===== src/act_pkg.sv =====
// shared types, constants and helper functions of the command tokenizer
package act_pkg;

    localparam int KW_COUNT = 7;

    localparam logic [7:0] CHAR_NL    = 8'd10;
    localparam logic [7:0] CHAR_SEMI  = 8'd59;
    localparam logic [7:0] CHAR_SPACE = 8'd32;
    localparam logic [7:0] CHAR_POINT = 8'd46;
    localparam logic [7:0] CHAR_ZERO  = 8'd48;
    localparam logic [7:0] CHAR_NINE  = 8'd57;
    localparam logic [7:0] CHAR_LOW_A = 8'd97;
    localparam logic [7:0] CHAR_LOW_Z = 8'd122;
    localparam logic [7:0] CASE_DIFF  = 8'd32;
    localparam logic [7:0] CHAR_NUL   = 8'd0;

    localparam int LEN_W  = 6;
    localparam int INT_W  = 20;
    localparam int FRAC_W = 14;
    localparam int CNT_W  = 3;
    localparam int QFRAC_W = 10;

    localparam logic [INT_W-1:0] INT_MAX = 20'd1048575;
    localparam logic [6:0]       KW_ALL  = 7'h7f;

    // floor(x * 1024 / 10000) == (x * FRAC_RECIP) >> FRAC_SHIFT for x < 10000
    localparam logic [19:0] FRAC_RECIP = 20'd858994;
    localparam int          FRAC_SHIFT = 23;

    // keyword text, left aligned and padded with spaces
    localparam logic [47:0] KW_TEXT [KW_COUNT] = '{
        "ON    ", "OFF   ", "STOP  ", "LOOP  ", "WALK  ", "SINE  ", "COSINE"
    };
    localparam logic [LEN_W-1:0] KW_LEN [KW_COUNT] = '{
        6'd2, 6'd3, 6'd4, 6'd4, 6'd4, 6'd4, 6'd6
    };

    typedef enum logic [3:0] {
        KIND_ON       = 4'd0,
        KIND_OFF      = 4'd1,
        KIND_STOP     = 4'd2,
        KIND_LOOP     = 4'd3,
        KIND_WALK     = 4'd4,
        KIND_SINE     = 4'd5,
        KIND_COSINE   = 4'd6,
        KIND_NUMBER   = 4'd7,
        KIND_INVALID  = 4'd8,
        KIND_OVERFLOW = 4'd9
    } t_kind;

    typedef enum logic [3:0] {
        PH_SPACES = 4'b0001,
        PH_INT    = 4'b0010,
        PH_FRAC   = 4'b0100,
        PH_DONE   = 4'b1000
    } t_phase;

    typedef struct packed {
        logic [LEN_W-1:0]  len;
        logic [6:0]        flags;
        logic              saw_digit;
        logic              only_num;
        logic [INT_W-1:0]  int_acc;
        logic [FRAC_W-1:0] frac_acc;
        logic              term;
        logic              ovf;
    } t_scan_state;

    function automatic logic [7:0] kw_byte(input logic [47:0] text, input logic [2:0] pos);
        logic [7:0] c;
        case (pos)
            3'd0:    c = text[47:40];
            3'd1:    c = text[39:32];
            3'd2:    c = text[31:24];
            3'd3:    c = text[23:16];
            3'd4:    c = text[15:8];
            3'd5:    c = text[7:0];
            default: c = CHAR_NUL;
        endcase
        return c;
    endfunction

    // weight of the next fraction digit, so the sum is always scaled to four digits
    function automatic logic [9:0] digit_weight(input logic [CNT_W-1:0] cnt);
        logic [9:0] w;
        case (cnt)
            3'd0:    w = 10'd1000;
            3'd1:    w = 10'd100;
            3'd2:    w = 10'd10;
            3'd3:    w = 10'd1;
            default: w = 10'd0;
        endcase
        return w;
    endfunction

endpackage


===== src/act_in_if.sv =====
// byte input channel
interface act_in_if;
    logic       valid;
    logic       ready;
    logic [7:0] byte_in;

    modport source (output valid, output byte_in, input ready);
    modport sink   (input valid, input byte_in, output ready);
endinterface


===== src/act_out_if.sv =====
// token result channel
interface act_out_if;
    logic        valid;
    logic        ready;
    logic [3:0]  token_kind;
    logic [29:0] number_value;

    modport source (output valid, output token_kind, output number_value, input ready);
    modport sink   (input valid, input token_kind, input number_value, output ready);
endinterface


===== src/act_scan.sv =====
// per-byte token state: keyword match, number accumulation, length and overflow
module act_scan #(
    parameter int BUFFER_LENGTH   = 32,
    parameter int FRACTION_DIGITS = 4
) (
    input  logic                 i_clk,
    input  logic                 i_rst_n,
    input  logic                 i_en,
    input  logic [7:0]           i_byte,
    output act_pkg::t_scan_state o_state
);

    localparam logic [act_pkg::LEN_W-1:0] LEN_LIMIT  = act_pkg::LEN_W'(BUFFER_LENGTH - 1);
    localparam logic [act_pkg::CNT_W-1:0] FRAC_LIMIT = act_pkg::CNT_W'(FRACTION_DIGITS);

    logic [act_pkg::LEN_W-1:0]  r_len,   n_len;
    logic [6:0]                 r_flags, n_flags;
    logic                       r_saw,   n_saw;
    logic                       r_only,  n_only;
    act_pkg::t_phase            r_phase, n_phase;
    logic [act_pkg::INT_W-1:0]  r_int,   n_int;
    logic [act_pkg::FRAC_W-1:0] r_frac,  n_frac;
    logic [act_pkg::CNT_W-1:0]  r_cnt,   n_cnt;
    logic                       r_term,  n_term;
    logic                       r_ovf,   n_ovf;

    logic [7:0]  b;
    logic        is_term;
    logic        is_digit;
    logic [3:0]  digit;
    logic [23:0] int_x10;
    logic [act_pkg::FRAC_W-1:0] frac_add;

    always_comb begin
        b = i_byte;
        if (i_byte >= act_pkg::CHAR_LOW_A && i_byte <= act_pkg::CHAR_LOW_Z) begin
            b = i_byte - act_pkg::CASE_DIFF;
        end
        is_term  = (i_byte == act_pkg::CHAR_NL) || (i_byte == act_pkg::CHAR_SEMI);
        is_digit = (b >= act_pkg::CHAR_ZERO) && (b <= act_pkg::CHAR_NINE);
        digit    = b[3:0];
        int_x10  = ({4'd0, r_int} << 3) + ({4'd0, r_int} << 1) + {20'd0, digit};
        frac_add = act_pkg::FRAC_W'(digit) * act_pkg::FRAC_W'(act_pkg::digit_weight(r_cnt));

        n_len   = r_len;
        n_flags = r_flags;
        n_saw   = r_saw;
        n_only  = r_only;
        n_phase = r_phase;
        n_int   = r_int;
        n_frac  = r_frac;
        n_cnt   = r_cnt;
        n_term  = r_term;
        n_ovf   = r_ovf;

        if (i_en) begin
            if (is_term) begin
                n_len   = '0;
                n_flags = act_pkg::KW_ALL;
                n_saw   = 1'b0;
                n_only  = 1'b1;
                n_phase = act_pkg::PH_SPACES;
                n_int   = '0;
                n_frac  = '0;
                n_cnt   = '0;
                n_term  = 1'b0;
                n_ovf   = 1'b0;
            end else if (!r_ovf) begin
                if (r_len >= LEN_LIMIT) begin
                    n_ovf = 1'b1;
                end else begin
                    n_len = r_len + 1'b1;
                    if (!r_term) begin
                        if (b == act_pkg::CHAR_NUL) begin
                            // keep only keywords complete exactly here
                            for (int k = 0; k < act_pkg::KW_COUNT; k++) begin
                                if (r_len != act_pkg::KW_LEN[k]) begin
                                    n_flags[k] = 1'b0;
                                end
                            end
                            n_term = 1'b1;
                        end else begin
                            for (int k = 0; k < act_pkg::KW_COUNT; k++) begin
                                if (!(r_len < act_pkg::KW_LEN[k] &&
                                      act_pkg::kw_byte(act_pkg::KW_TEXT[k], r_len[2:0]) == b)) begin
                                    n_flags[k] = 1'b0;
                                end
                            end
                            if (is_digit) begin
                                n_saw = 1'b1;
                            end else if (b != act_pkg::CHAR_SPACE && b != act_pkg::CHAR_POINT) begin
                                n_only = 1'b0;
                            end
                            unique case (r_phase) inside
                                act_pkg::PH_SPACES, act_pkg::PH_INT: begin
                                    if (is_digit) begin
                                        n_int = (int_x10 > {4'd0, act_pkg::INT_MAX}) ?
                                                act_pkg::INT_MAX : int_x10[act_pkg::INT_W-1:0];
                                        n_phase = act_pkg::PH_INT;
                                    end else if (b == act_pkg::CHAR_POINT) begin
                                        n_phase = act_pkg::PH_FRAC;
                                    end else if (!(b == act_pkg::CHAR_SPACE &&
                                                   r_phase == act_pkg::PH_SPACES)) begin
                                        n_phase = act_pkg::PH_DONE;
                                    end
                                end
                                act_pkg::PH_FRAC: begin
                                    if (is_digit) begin
                                        if (r_cnt < FRAC_LIMIT) begin
                                            n_frac = r_frac + frac_add;
                                            n_cnt  = r_cnt + 1'b1;
                                        end
                                    end else begin
                                        n_phase = act_pkg::PH_DONE;
                                    end
                                end
                                act_pkg::PH_DONE: begin
                                end
                                default: begin
                                    n_phase = act_pkg::PH_DONE;
                                end
                            endcase
                        end
                    end
                end
            end
        end
    end

    always_ff @(posedge i_clk) begin
        if (!i_rst_n) begin
            r_len   <= '0;
            r_flags <= act_pkg::KW_ALL;
            r_saw   <= 1'b0;
            r_only  <= 1'b1;
            r_phase <= act_pkg::PH_SPACES;
            r_int   <= '0;
            r_frac  <= '0;
            r_cnt   <= '0;
            r_term  <= 1'b0;
            r_ovf   <= 1'b0;
        end else begin
            r_len   <= n_len;
            r_flags <= n_flags;
            r_saw   <= n_saw;
            r_only  <= n_only;
            r_phase <= n_phase;
            r_int   <= n_int;
            r_frac  <= n_frac;
            r_cnt   <= n_cnt;
            r_term  <= n_term;
            r_ovf   <= n_ovf;
        end
    end

    always_comb begin
        o_state.len       = r_len;
        o_state.flags     = r_flags;
        o_state.saw_digit = r_saw;
        o_state.only_num  = r_only;
        o_state.int_acc   = r_int;
        o_state.frac_acc  = r_frac;
        o_state.term      = r_term;
        o_state.ovf       = r_ovf;
    end

    a_len_bound: assert property (@(posedge i_clk) disable iff (!i_rst_n)
        r_len <= LEN_LIMIT)
        else $error("token length beyond buffer");

    a_ovf_full: assert property (@(posedge i_clk) disable iff (!i_rst_n)
        r_ovf |-> r_len == LEN_LIMIT)
        else $error("overflow with buffer not full");

    a_empty_clear: assert property (@(posedge i_clk) disable iff (!i_rst_n)
        r_len == '0 |-> (r_flags == act_pkg::KW_ALL && !r_term && r_saw == 1'b0))
        else $error("empty token with stale match state");

endmodule


===== src/act_classify.sv =====
// end-of-token decision: keyword, number with fixed-point fraction, invalid or overflow
module act_classify (
    input  act_pkg::t_scan_state i_state,
    output act_pkg::t_kind       o_kind,
    output logic [29:0]          o_value
);

    logic                         found;
    logic [33:0]                  prod;
    logic [act_pkg::QFRAC_W-1:0]  frac;

    always_comb begin
        found  = 1'b0;
        o_kind = act_pkg::KIND_INVALID;
        // scan downward so the lowest matching keyword wins
        for (int k = act_pkg::KW_COUNT - 1; k >= 0; k--) begin
            if (i_state.flags[k] && (i_state.term || i_state.len == act_pkg::KW_LEN[k])) begin
                found  = 1'b1;
                o_kind = act_pkg::t_kind'(4'(k));
            end
        end

        prod = 34'(i_state.frac_acc) * 34'(act_pkg::FRAC_RECIP);
        frac = act_pkg::QFRAC_W'(prod >> act_pkg::FRAC_SHIFT);

        o_value = '0;
        if (i_state.ovf) begin
            o_kind = act_pkg::KIND_OVERFLOW;
        end else if (!found && i_state.saw_digit && i_state.only_num) begin
            o_kind  = act_pkg::KIND_NUMBER;
            o_value = {i_state.int_acc, frac};
        end
    end

endmodule


===== src/ascii_command_tokenizer_unit.sv =====
// Command tokenizer: one received byte per transaction in, one token result per
// non-empty token out. A byte is registered on input and then handled from that
// register against the running token state (keyword match flags, integer and scaled
// fraction accumulators), so one byte is taken every cycle with no stall while the
// result register has room. A newline or semicolon produces the result from that
// state in the same cycle (one 14x20 multiply turns the four-digit fraction into
// ten fraction bits) and the result sits in the output register until taken; a
// byte can still enter while a result waits. A terminator waits in the input register
// until the result register has room. Results: keyword codes 0 to 6, number 7 (20.10 fixed
// point, integer saturated), invalid 8, overflow 9 for tokens longer than
// BUFFER_LENGTH-1 bytes.
module ascii_command_tokenizer_unit #(
    parameter int BUFFER_LENGTH   = 32,
    parameter int FRACTION_DIGITS = 4
) (
    input  logic      i_clk,
    input  logic      i_rst_n,
    act_in_if.sink    i_in,
    act_out_if.source o_out
);

    logic        r_in_valid;
    logic [7:0]  r_in_byte;
    logic        r_out_valid, n_out_valid;
    logic [3:0]  r_out_kind;
    logic [29:0] r_out_value;

    act_pkg::t_scan_state scan_state;
    act_pkg::t_kind       res_kind;
    logic [29:0]          res_value;

    logic in_is_term;
    logic out_free;
    logic go;
    logic emit;

    assign in_is_term = (r_in_byte == act_pkg::CHAR_NL) || (r_in_byte == act_pkg::CHAR_SEMI);
    assign out_free   = !r_out_valid || o_out.ready;
    // only a terminator needs room in the result register
    assign go         = r_in_valid && (out_free || !in_is_term);
    assign emit       = go && in_is_term && (scan_state.len != '0 || scan_state.ovf);
    assign i_in.ready = !r_in_valid || go;

    act_scan #(
        .BUFFER_LENGTH   (BUFFER_LENGTH),
        .FRACTION_DIGITS (FRACTION_DIGITS)
    ) u_scan (
        .i_clk   (i_clk),
        .i_rst_n (i_rst_n),
        .i_en    (go),
        .i_byte  (r_in_byte),
        .o_state (scan_state)
    );

    act_classify u_classify (
        .i_state (scan_state),
        .o_kind  (res_kind),
        .o_value (res_value)
    );

    always_comb begin
        n_out_valid = r_out_valid;
        if (emit) begin
            n_out_valid = 1'b1;
        end else if (o_out.ready) begin
            n_out_valid = 1'b0;
        end
    end

    always_ff @(posedge i_clk) begin
        if (!i_rst_n) begin
            r_in_valid  <= 1'b0;
            r_out_valid <= 1'b0;
        end else begin
            if (i_in.ready) begin
                r_in_valid <= i_in.valid;
            end
            r_out_valid <= n_out_valid;
        end
    end

    always_ff @(posedge i_clk) begin
        if (i_in.ready && i_in.valid) begin
            r_in_byte <= i_in.byte_in;
        end
        if (emit) begin
            r_out_kind  <= res_kind;
            r_out_value <= res_value;
        end
    end

    assign o_out.valid        = r_out_valid;
    assign o_out.token_kind   = r_out_kind;
    assign o_out.number_value = r_out_value;

    a_value_only_number: assert property (@(posedge i_clk) disable iff (!i_rst_n)
        (r_out_valid && r_out_kind != act_pkg::KIND_NUMBER) |-> r_out_value == '0)
        else $error("number value set on a non-number result");

    a_kind_range: assert property (@(posedge i_clk) disable iff (!i_rst_n)
        r_out_valid |-> r_out_kind <= act_pkg::KIND_OVERFLOW)
        else $error("result kind out of range");

    a_out_hold: assert property (@(posedge i_clk) disable iff (!i_rst_n)
        (r_out_valid && !o_out.ready) |=>
            (r_out_valid && $stable(r_out_kind) && $stable(r_out_value)))
        else $error("waiting result changed");

endmodule


===== src/flat_wrapper.sv =====
// flat-port wrapper written by rule: the top's interface ports become plain ports
module ascii_command_tokenizer_unit_flat 
#(
    parameter int BUFFER_LENGTH   = 32,
    parameter int FRACTION_DIGITS = 4
)
  (i_clk, i_rst_n, i_in_valid, i_in_byte_in, i_in_ready, o_out_valid, o_out_token_kind, o_out_number_value, o_out_ready);
  act_in_if i_in_i ();
  act_out_if o_out_i ();
  input  logic i_clk;
  input  logic i_rst_n;
  input wire logic [$bits(i_in_i.valid)-1:0] i_in_valid;
  input wire logic [$bits(i_in_i.byte_in)-1:0] i_in_byte_in;
  output wire logic [$bits(i_in_i.ready)-1:0] i_in_ready;
  output wire logic [$bits(o_out_i.valid)-1:0] o_out_valid;
  output wire logic [$bits(o_out_i.token_kind)-1:0] o_out_token_kind;
  output wire logic [$bits(o_out_i.number_value)-1:0] o_out_number_value;
  input wire logic [$bits(o_out_i.ready)-1:0] o_out_ready;
  assign i_in_i.valid = i_in_valid;
  assign i_in_i.byte_in = i_in_byte_in;
  assign i_in_ready = i_in_i.ready;
  assign o_out_valid = o_out_i.valid;
  assign o_out_token_kind = o_out_i.token_kind;
  assign o_out_number_value = o_out_i.number_value;
  assign o_out_i.ready = o_out_ready;
  ascii_command_tokenizer_unit #(.BUFFER_LENGTH(BUFFER_LENGTH), .FRACTION_DIGITS(FRACTION_DIGITS)) u_core (.i_clk(i_clk), .i_rst_n(i_rst_n), .i_in(i_in_i), .o_out(o_out_i));
endmodule

===== config.mk =====
export PLATFORM = sky130hd
export DESIGN_NAME = ascii_command_tokenizer_unit_flat
export DESIGN_NICKNAME = d
export VERILOG_FILES = /design/src/act_pkg.sv /design/src/act_in_if.sv /design/src/act_out_if.sv /design/src/act_scan.sv /design/src/act_classify.sv /design/src/ascii_command_tokenizer_unit.sv /design/src/flat_wrapper.sv
export SDC_FILE = /design/constraint.sdc
export NUM_CORES = 1
export LEC_CHECK = 0
export ABC_AREA = 1
export BUFFER_PORTS_ARGS = -buffer_cell sky130_fd_sc_hd__buf_4
export CAP_MARGIN = 40
export CELL_PAD_IN_SITES_DETAIL_PLACEMENT = 1
export CELL_PAD_IN_SITES_GLOBAL_PLACEMENT = 1
export CORE_ASPECT_RATIO = 0.8
export CORE_UTILIZATION = 48
export CTS_CLUSTER_DIAMETER = 60
export CTS_CLUSTER_SIZE = 8
export DETAILED_ROUTE_END_ITERATION = 12
export PLACE_DENSITY_LB_ADDON = 0.1
export SLEW_MARGIN = 20
export SYNTH_ARGS = -nofsm -noshare
export SYNTH_HDL_FRONTEND = slang
export SYNTH_SLANG_ARGS = --single-unit
export TNS_END_PERCENT = 10

===== constraint.sdc =====
create_clock -name i_clk -period 6 [get_ports i_clk]
set_clock_uncertainty 0.15 [all_clocks]
set_input_delay 0.6 -clock i_clk [delete_from_list [all_inputs] [get_ports i_clk]]
set_output_delay 0.6 -clock i_clk [all_outputs]
set_load 0.005 [all_outputs]

### Word level (Yosys, flattened, before mapping)

Cells that the tools add are included.

| storage, ports and cells | value |
|---|---|
| register bits after elaboration | 102 |
| word-level logic and storage cells | 303 |

| operators by class | value |
|---|---|
| add/sub/neg operators | 6 |
| multiply operators | 2 |
| $lt $le $gt $ge | 11 |
| equal/unequal tests | 52 |
| multiplexer cells | 142 |
| bitwise operators | 1 |
| reductions and logical operators | 67 |

Operators with widths:

| cell | count |
|---|---|
| $mux W8 | 43 |
| $mux W20 | 8 |
| $mux W14 | 8 |
| $pmux W7 S5 | 3 |
| $mux W4 | 17 |
| $eq A8 B8 Y1 | 7 |
| $reduce_and A6 Y1 | 8 |
| $pmux W7 S3 | 2 |
| $pmux W7 S6 | 1 |
| $mux W1 | 41 |
| $pmux W10 S4 | 1 |
| $mux W7 | 5 |
| $mul A14 B19 Y32 const B | 1 |
| $pmux W7 S4 | 1 |
| $add A23 B21 Y24 | 1 |
| $add A24 B4 Y24 | 1 |
| $eq A8 B6 Y1 const B | 3 |
| $gt A24 B20 Y1 const B | 1 |
| $logic_and A1 B1 Y1 | 24 |
| $mux W3 | 8 |
| $ne A3 B2 Y1 const B | 8 |
| $mux W6 | 3 |
| $ne A8 B6 Y1 const B | 2 |
| $reduce_and A8 Y1 | 2 |
| 41 further kinds | 82 |

### Depth between registers and ports, before layout

| depth | value |
|---|---|
| word-level depth | 18 |
| gate-level depth with buffers | 24 |
| mapped depth without buffers | 24 |

### By module

A second synthesis with hierarchy kept.

| unflattened totals | value |
|---|---|
| cells, all modules | 1,918 |
| area, all modules | 13,797.0 µm² |

By module, submodules not included:

| module | instances | cells each | area each (µm²) |
|---|---|---|---|
| act_scan | 1 | 1,083 | 6,840.3 |
| act_classify | 1 | 753 | 5,469.0 |
| ascii_command_tokenizer_unit | 1 | 82 | 1,487.7 |

### Least setup slack after synthesis

Ideal clock, no wire load.

| path | value |
|---|---|
| kind | reg2reg |
| start point | register u_core.u_scan.r_frac[12] in the netlist's numbering |
| end point | register u_core.r_out_value[4], in the netlist u_core.o_out.number_value[4], data pin |
| library setup time | 0.261 ns |
| arrival time | 4.915 ns |
| required time | 5.589 ns |
| path slack | 0.674 ns |
| stages on the path, launching flop included | 21 |
| buffers on the path | 0 |
| period minus slack after synthesis | 5.326 ns |
| path through | dfxtp_1 inv_1 ha_1 inv_1 fa_1 fa_1 inv_1 fa_1 inv_1 fa_1 inv_1 fa_1 inv_1 ha_1 nand2_1 nor4_1 nand4_1 nand3_1 a21boi_0 o21ai_0 a21oi_1 |

| on the way | value |
|---|---|
| cells in the longest elaborated chain, start to end | 1 |

RTL lines:

| item | RTL line | source |
|---|---|---|
| start: declaration | act_scan.sv:22 | `logic [act_pkg::FRAC_W-1:0] r_frac, n_frac;` |
| start signal: assignment | act_scan.sv:149 | `r_frac <= n_frac;` |
| $mul A14 B19 Y32 | act_classify.sv:23 | `prod = 34'(i_state.frac_acc) * 34'(act_pkg::FRAC_RECIP);` |
| end signal: assignment | ascii_command_tokenizer_unit.sv:88 | `r_out_value <= res_value;` |
| end: declaration | ascii_command_tokenizer_unit.sv:26 | `logic [29:0] r_out_value;` |

Every way passes these cells.
A chain may end at the register's enable or synchronous reset.

### Worst setup path in the final report

| path | value |
|---|---|
| start point | register u_core.u_scan.r_frac[11] in the netlist's numbering |
| end point | register u_core.r_out_value[6], in the netlist u_core.o_out.number_value[6], data pin |

Same word-level chain as after synthesis.

==> reports/metrics.csv <==
stage,metric,value,unit
yosys,"count leader, synth",inv_1,
sta,period utilization,0.944,
yosys,Mapped Area,12900,um^2
setup_path,CP max stage cell,fa_1,
setup_path,Critical Path Stages,19,
yosys,Ys Warns,0,
drt,WL final,38800,um
yosys,Syn Area/Cell,7.68,um^2
sta,worst setup margin,0.333,ns
yosys,area share of the largest cell type after synthesis,0.186,
floorplan,I/O pin count,48,
sta,Setup-failing EPs final,0,
yosys,sequential area share after synthesis,0.190,
drt,Residual DRC,0,
sta,"Slew Viols, Final",0,
floorplan,die area,27600,um^2
final_layout,sequential cell area,2460,um^2
global_route,GRT Total Usage,0.295,
floorplan,Die Y,149,um
global_route,total congestion overflow,0,
job,max cap viols,0,
setup_path,CP required,5.96,ns
setup_path,Slowest Stage Delay on Critical Path,0.55,ns
sta,RSZ-0062 raised after global routing,no,
global_route,largest net degree at the start of global routing,36,
floorplan,die extent in x,186,um
sta,final hold vios,0,
yosys,"top cells by area, synth","ha_1 (19%), fa_1 (18%), edfxtp_1 (9.8%)",
setup_path,crit start category,flip-flop,
global_route,initial antenna violation count,0,
setup_path,Reg2Reg Launch Point,u_core.u_scan.r_frac[11],
power,pwr dens,128,nW/um^2
setup_path,R2R Setup Slk,0.33,ns
drt,"antenna viol nets, final",0,
final_layout,antenna cell count,0,
yosys,"flops & latches, synth",102,
power,P_leak,7.48,nW
drt,vias per cell,5.40,
worst_hold_path,Hold EP,u_core.r_in_byte[0],
setup_path,critical path class,flip-flop to flip-flop,
setup_path,crit-path most repeated cell,fa_1,
setup_path,crit end category,flip-flop,
clock_network,htree depth,3,
setup_path,Crit Reg-Reg Endpoint,u_core.o_out.number_value[6],
final_layout,filler cell count,3421,
sta,Peak Freq,0.176,GHz
clock_network,worst skew pair latency,0.37,ns
setup_path,CP max FO,8,
floorplan,Core Box Area,26400,um^2
placed_design,hpwl dp,32800,um
setup_path,WP buf/inv,4,
final_layout,P&R area growth vs syn,8.59,%
worst_hold_path,min-delay src,i_in_byte_in[0],
placed_design,Post-Place Setup Slack,0.209,ns
yosys,post-synthesis net count,2003,
worst_hold_path,Hold Crit Depth,1,
yosys,top cell types by occurrence after synthesis,"inv_1 (326), nand2_1 (300), nor2_1 (193)",
global_route,vias in the first global route,12000,
yosys,Post-synth EDFFs,42,
setup_path,worst-case reg-to-reg path depth,19,
setup_path,"Arr. time, crit path",5.63,ns
placed_design,Final GP Congestion,0.945,
run_status,outcome,"finished, final reports clean",
sta,Setup TNS,0,ns
final_layout,Layout Nets,2051,
yosys,cell taking the most area after synthesis,ha_1,
yosys,dominant register cell in the synthesized netlist,dfxtp_1,
drt,drt initial violations,586,
power,VDD IR max,138,uV
drt,DRT Pass-1 Iters,5,
clock_network,Clock transition at path regs,0.07,ns
clock_network,Root Buffer,clkbuf_16,
sta,Slew headroom,0.539,
sta,worst slew pin tran,0.684,ns
yosys,Async SR Flop Fraction,0,
global_route,first-pass GRT wire length,62700,um
final_layout,area of the multi-input gates,9100,um^2
sta,min Tclk post-route,5.67,ns
final_layout,share of cells above drive strength 1,0.0679,
clock_network,CTS Buffer Depth,2,
placed_design,# port buffers,47,
final_layout,Util after Layout,0.532,
yosys,post-synthesis cell type count,45,
clock_network,clock buffer count from CTS,9,
clock_network,clock tree sinks,102,
floorplan,Initial Util,0.490,
setup_path,critical path cell sequence,ha_1 > fa_1 > fa_1 > inv_1 > fa_1 > inv_1 > fa_1 > inv_1 > fa_1 > inv_1 > ha_1 > nand2_1 > nor4_1 > o21ai_0 > nand3_1 > a21o_1 > nand2_1 > nand2_1 > nor2_1,
yosys,Cells after Synth,1684,
worst_hold_path,Hold Crit Class,input port to flip-flop,
drt,Via Count,11300,
setup_path,"delay-heaviest family, CP",adder cells,
clock_network,CTS tree,built,
floorplan,Cell Rows,53,
drt,WL/cell,18.5,um
## layer usage
metal  vias to the layer above  part of all wire  track usage
met2                       228              0.47        0.495
met3                        50             0.038       0.0417
met4                         0             0.018       0.0665
li1                       5483                 -            -
met5                         -                 0            0
met1                      5539              0.47        0.400
## worst max path at each step
stage,from,end
CTS,u_core.u_scan.r_frac[13],u_core.o_out.number_value[4]
floorplan,u_core.u_scan.r_frac[12],u_core.o_out.number_value[4]
global route,u_core.u_scan.r_frac[11],u_core.o_out.number_value[6]
finish,u_core.u_scan.r_frac[11],u_core.o_out.number_value[6]
global placement,u_core.u_scan.r_frac[11],u_core.o_out.number_value[4]
detailed placement,u_core.u_scan.r_frac[13],u_core.o_out.number_value[4]
## registers in the layout (all words and copies together), names as in the netlist
signal,flops
u_core.u_scan.r_frac,14
u_core.o_out.number_value,30
u_core.u_scan.r_phase,4
u_core.u_scan.r_saw,1
u_core.u_scan.r_term,1
u_core.u_scan.r_flags,7
u_core.u_scan.r_cnt,3
u_core.u_scan.r_ovf,1
u_core.u_scan.r_int,20
u_core.u_scan.r_only,1
u_core.u_scan.r_len,6
u_core.o_out.valid,1
u_core.r_in_valid,1
u_core.r_in_byte,8
u_core.o_out.token_kind,4
## stage by stage
step	instances	total power, mW	hold WS [ns]	instance area [um^2]
3_5_place_dp	2078	1.22	0.295	13800
2_1_floorplan	1684	1.10	0.262	12900
3_3_place_gp	2075	1.20	0.274	13700
4_1_cts	2094	1.82	0.242	14000
5_1_grt	2094	1.90	0.235	14000
6_report	2094	1.80	0.257	14000
## placed cells by master, fill, tap and decap left out, drive strengths merged, types with 35 or more instances in the layout
master,Yosys,routed
inv,331,336
nand2,310,310
nor2,203,203
ha,192,192
fa,115,115
a21oi,107,107
nand3,92,92
buf,15,65
dfxtp,60,60
o21ai,59,59
edfxtp,42,42
nand4,35,35
## where the power goes
part	internal, mW	total (mW)	switching [mW]
clock network	0.290	0.595	0.305
logic	0.159	0.457	0.299
registers	0.732	0.748	0.0157
## worst register-to-register path: stages, from the launching register on
cell and delay (ns):
dfxtp_1 0.51, ha_1 0.34, fa_1 0.53, fa_1 0.55
inv_1 0.07, fa_1 0.55, inv_1 0.06, fa_1 0.55
inv_1 0.06, fa_1 0.51, inv_1 0.05, ha_1 0.33
nand2_1 0.13, nor4_1 0.38, o21ai_0 0.15, nand3_1 0.17
a21o_1 0.16, nand2_1 0.05, nand2_1 0.06, nor2_1 0.05
## cells by family (layout without fill, tap and decap cells)
kind of cell | after synthesis | in the layout | synth area share
simple gates | 671 | 671 | 0.225
buf+inv | 361 | 414 | 0.108
fa+ha+maj | 307 | 307 | 0.364
compound gates | 201 | 201 | 0.0842
flops | 102 | 102 | 0.190
xor+xnor | 42 | 42 | 0.0285
## final cells by class
type | count | area share
clock buffer | 10 | 0.0163
clock inverter | 6 | 0.00356
inverter | 333 | 0.0890
multi-input combinational | 1221 | 0.648
sequential | 102 | 0.175
tap | 357 | 0.0318
timing repair buffer | 65 | 0.0361
## what timing repair did
item,in CTS,in global routing
endpoints found under the setup margin,0,1
hold buffers,0,0
setup buffers,0,0
gates resized for setup,0,1
Note: power is estimated with default switching activity, not from simulation.
